==> config.mk <==
export PLATFORM = sky130hd
export DESIGN_NAME = sbm_ram
export DESIGN_NICKNAME = d
export VERILOG_FILES = /design/src/sv/sbm_ram.sv
export SDC_FILE = /design/constraint.sdc
export NUM_CORES = 2
export LEC_CHECK = 0
export ABC_CLOCK_PERIOD_IN_PS = 2300
export BUFFER_PORTS_ARGS = -buffer_cell sky130_fd_sc_hd__buf_2
export CORE_AREA = 2 2 377 379
export DETAILED_ROUTE_END_ITERATION = 16
export DIE_AREA = 0 0 379 381
export HOLD_SLACK_MARGIN = 0.03
export PLACE_DENSITY = 0.76
export SKIP_CTS_REPAIR_TIMING = 1
export SLEW_MARGIN = 0
export SYNTH_ARGS = -nofsm -noshare
export SYNTH_HDL_FRONTEND = slang
export SYNTH_SLANG_ARGS = --single-unit
==> constraint.sdc <==
create_clock -name clk -period 2.3 [get_ports clk]
set_input_delay 0.23 -clock clk [delete_from_list [all_inputs] [get_ports clk]]
set_output_delay 0.23 -clock clk [all_outputs]
set_load 0.005 [all_outputs]
==> src/sv/sbm_ram.sv <==
// Generic simple dual-port RAM, one write port and one registered read port.
// Stand-alone; no package dependencies.
`default_nettype none
module sbm_ram #(
  parameter int WIDTH = 8,
  parameter int DEPTH = 256
) (
  input  logic                     clk,
  input  logic                     wr_en,
  input  logic [$clog2(DEPTH)-1:0] wr_addr,
  input  logic [WIDTH-1:0]         wr_data,
  input  logic [$clog2(DEPTH)-1:0] rd_addr,
  output logic [WIDTH-1:0]         rd_data
);

  logic [WIDTH-1:0] mem [DEPTH];

  always_ff @(posedge clk) begin
    if (wr_en) begin
      mem[wr_addr] <= wr_data;
    end
    rd_data <= mem[rd_addr];
  end

endmodule
`default_nettype wire

Yosys cells after proc, flatten, opt, wreduce, memory -nomap -nowiden
Memory sizes are Yosys's and may differ from the RTL's. A register that Yosys moved wholly into a read port is not among the register bits.
Cells that the tools add are included.
- bits in registers: 0
- bits in writable memories: 2048
- memories kept: 1
- muxes and demuxes: 2
- memory list (memory ; depth ; bits a word ; read ports ; clocked after memory_dff ; wr ports ; line ; text):
    mem ; 256 ; 8 ; 1 ; 1 ; 1 ; 16 ; logic [WIDTH-1:0] mem [DEPTH];
- operators with widths (operator ; count):
    two-way mux 1 bit ; 2

Longest topological paths before layout
- depth after elaboration: 2
- mapped depth: 11

Least setup slack after synthesis
OpenSTA, ideal clock, no wires.
- path kind: input-to-reg
- start point: input port rd_addr[0]
- end point: register rd_data[2] (read register of mem)
- arrival time: 2037 ps
- required time: 2169 ps
- setup slack: 132 ps
- cell stages on the path: 9
- cells stage by stage: buf_6 -> buf_12 -> buf_8 -> buf_2 -> mux4_2 -> a22oi_1 -> a21oi_1 -> nor4_1 -> nor4_2
- RTL lines (item ; line ; text):
    start: declaration ; 12 ; input logic [$clog2(DEPTH)-1:0] rd_addr,
    end: declaration ; 13 ; output logic [WIDTH-1:0] rd_data

==> flow_summary.yaml <==
power:
  power.ir.vdd_worst_mv: 0.944
  power_density_mw_per_mm2: 830
  p_total_uw: 78000
  total_leakage_power_uw: 0.0308
sta:
  worst_slew_margin_rel_pct: 48.8
  rsz_0062_raised_after_global_routing: "yes"
  final_tns_setup_ns: -0.109
  fmaxAchievable_ghz: 0.421
  hold_ws_ns: 0.0469
  final_report_hold_violation_count: 0
  total_setup_violations_reported_at_the_end_of_the_flow: 4
  finalCritPeriodShare_pct: 103
  report.final.slew_viol_count: 0
  final.setup_skew_ns: 0.0355
  finalCriticalPeriod_ns: 2.38
  timing.final.ws_setup_ns: -0.0757
  tightestPinTransition_ns: 0.761
yosys:
  synth.net_count: 3759
  yosys_warnings: 0
  synth_area_leaders: "sky130_fd_sc_hd__edfxtp_1 (77%), sky130_fd_sc_hd__mux4_2 (13%), sky130_fd_sc_hd__mux2i_1 (1.7%)"
  ys_seq_elements: 2056
  post_synthesis_cell_type_count: 55
  synth_ff_type: "sky130_fd_sc_hd__edfxtp_1"
  synth_enable_flop_cells: 2048
  yosysTopAreaCellShare_pct: 77.3
  syn_area_mm2: 0.0796
  synth-seq-area-share_pct: 77.5
  synthMostInstantiatedCell: "sky130_fd_sc_hd__edfxtp_1"
  ys_async_rst_share_pct: 0
  netlist.top_cell.by_area: "sky130_fd_sc_hd__edfxtp_1"
  synth.avg_cell_area_um2: 21.3
  syn_inst: 3733
  synth.cells.most_frequent: "sky130_fd_sc_hd__edfxtp_1 (2048), sky130_fd_sc_hd__mux4_2 (454), sky130_fd_sc_hd__nor2_1 (282)"
cells_and_area:
  fraction_of_final_layout_cells_with_drive_strength_greater_than_1_pct: 33.9
  fin_area_mm2: 0.0941
  stdcell_count: 6543
  syn2layout_area_growth_pct: 18.2
  finish.net_count: 4518
setup_path:
  r2r_start: "mem[83][6]$_DFFE_PP_"
  cp_data_arrival_time_ns: 3.07
  worst_setup_path_start_kind: "flip-flop"
  reg2reg_slack_ns: -0.08
  crit-reg2reg-capture: "rd_data[6]$_DFF_P_"
  worst_ep_required_time_ns: 2.99
  reg2regPathDepth: 7
  critical_path_peak_fanout: 1
  critPathCaptureType: "flip-flop"
  worstSetupPathType: "flip-flop to flip-flop"
die:
  placement_row_count: 138
  initial_core_util_pct: 56.6
  die_y_um: 381
  ioPinCount: 34
  core_area_mm2: 0.141
  die_area_mm2: 0.144
  die_x_um: 379
placed_design:
  finalWeightedCongestion: 0.914
  placed_cells: 6181
  io_buffers: 33
  place.detailed.hpwl_um: 130000
  postPlaceCellArea_mm2: 0.0873
cts:
  worstSkewPairLatency_ns: 0.84
  clock_tree.buffer_depth: 3
  tritoncts: "yes"
  htree_num_levels: 4
  cts.sinks: 2056
  cts_root_buf: "sky130_fd_sc_hd__clkbuf_16"
  cts_made_buffers: 193
  cts_clock_pin_slew_for_the_worst_setup_and_hold_paths_ns: 0.06
drt:
  drt_pass1_iterations: 6
  route.antenna.remaining_nets: 0
  drtIter0Drc: 7132
  route.final.wire_length_um: 205000
  vias: 42700
  detail_route.vias_per_cell: 6.52
  wl_per_cell_um: 31.3
  drc: 0
global_route:
  via_count_of_the_first_global_routing_pass: 43100
  all_layer_global_routing_usage_pct: 28.7
  grt_start_max_net_pins: 89
  grt_overflow: 0
  initial_antenna_violation_count: 6
  grt_pass1_wl_um: 297000
worst_hold_path:
  min_delay_worst_endpoint: "mem[45][7]$_DFFE_PP_"
  whs_path_cells: 1
  min_from: "wr_data[7]"
  min_path_type: "primary input to flip-flop"
job:
  max_cap_viol_count: 0
run_status:
  failing_checks: "negative setup slack"
  outcome: "finished, violations left"
-- where the power goes --
group | total (uW) | internal, uW | switching, uW
logic | 4470 | 1820 | 2660
clock network | 32200 | 18600 | 13600
registers | 41400 | 41300 | 99.1
-- per-stage QoR --
step	utilization [%]	setup slack, ns
2_1_floorplan	-	0.132
3_3_place_gp	62.1	-1.32
3_5_place_dp	62.1	-1.34
4_1_cts	66.7	-0.542
5_1_grt	66.9	-0.0578
6_report	66.9	-0.0757
-- state kept, by name, indices dropped and copies added, names as in the netlist --
name and flops:
mem 2048, rd_data 8
-- placed cells by master, fill, tap and decap left out, types with 10 or more instances in the layout --
| cell type | n |
|---|---|
| sky130_fd_sc_hd__clkinv_1 | 44 |
| sky130_fd_sc_hd__a21oi_1 | 96 |
| sky130_fd_sc_hd__nand4_1 | 10 |
| sky130_fd_sc_hd__mux4_2 | 455 |
| sky130_fd_sc_hd__nand2_1 | 33 |
| sky130_fd_sc_hd__buf_4 | 689 |
| sky130_fd_sc_hd__clkbuf_8 | 10 |
| sky130_fd_sc_hd__nor2b_1 | 25 |
| sky130_fd_sc_hd__edfxtp_1 | 2048 |
| sky130_fd_sc_hd__a22oi_1 | 130 |
| sky130_fd_sc_hd__a211oi_1 | 16 |
| sky130_fd_sc_hd__o221ai_1 | 46 |
| sky130_fd_sc_hd__nor2_1 | 277 |
| sky130_fd_sc_hd__nor4_1 | 12 |
| sky130_fd_sc_hd__nor3_1 | 16 |
| sky130_fd_sc_hd__nand3_1 | 34 |
| sky130_fd_sc_hd__o211ai_1 | 10 |
| sky130_fd_sc_hd__mux2i_1 | 134 |
| sky130_fd_sc_hd__o21ai_0 | 10 |
| sky130_fd_sc_hd__clkbuf_1 | 33 |
| sky130_fd_sc_hd__buf_2 | 22 |
| sky130_fd_sc_hd__clkinv_2 | 36 |
| sky130_fd_sc_hd__buf_12 | 69 |
| sky130_fd_sc_hd__o22ai_1 | 28 |
| sky130_fd_sc_hd__bufinv_16 | 24 |
| sky130_fd_sc_hd__clkbuf_16 | 198 |
-- layer usage --
metal,GRT usage [%],routed length [um],vias up
li1,-,-,17200
met1,39.7,72600,22000
met2,45.1,99300,3071
met3,6.65,24800,445
met4,10.7,7750,10
met5,0.236,85,-
-- cell type report --
type	count	area [um2]
Tap cell	1890	2360
Fill cell	8439	46500
Clock inverter	119	1240
Clock buffer	236	5150
Antenna cell	1	2.50
Sequential cell	2056	61700
Multi-Input combinational cell	1442	16800
Inverter	2	7.51
Timing Repair Buffer	797	6880
-- how the worst max path moves through the flow --
stage,from,to,slack (ns)
detailed placement,rd_addr[0],rd_data[6]$_DFF_P_,-1.34
global route,mem[80][6]$_DFFE_PP_,rd_data[6]$_DFF_P_,-0.06
global placement,rd_addr[0],rd_data[6]$_DFF_P_,-1.32
floorplan,rd_addr[0],rd_data[2]$_DFF_P_,0.13
finish,mem[83][6]$_DFFE_PP_,rd_data[6]$_DFF_P_,-0.08
CTS,mem[230][6]$_DFFE_PP_,rd_data[6]$_DFF_P_,-0.54
-- cell families after synthesis --
| family | Yosys count | synth area share [%] |
|---|---|---|
| AOI/OAI and AO/OA | 385 | 3.42 |
| DFF | 2056 | 77.5 |
| muxes | 591 | 14.6 |
| buffers and inverters | 235 | 1.83 |
| and+or+nand+nor | 466 | 2.63 |
-- worst max-delay path, cell delays in order (launching register included) --
cell	delay, ns
sky130_fd_sc_hd__edfxtp_1	0.37
sky130_fd_sc_hd__mux4_2	0.48
sky130_fd_sc_hd__a22o_1	0.29
sky130_fd_sc_hd__a221oi_2	0.47
sky130_fd_sc_hd__o32ai_2	0.17
sky130_fd_sc_hd__nor3_1	0.21
sky130_fd_sc_hd__buf_4	0.20
sky130_fd_sc_hd__nor4_2	0.05
(Power assumes the default switching activity.)
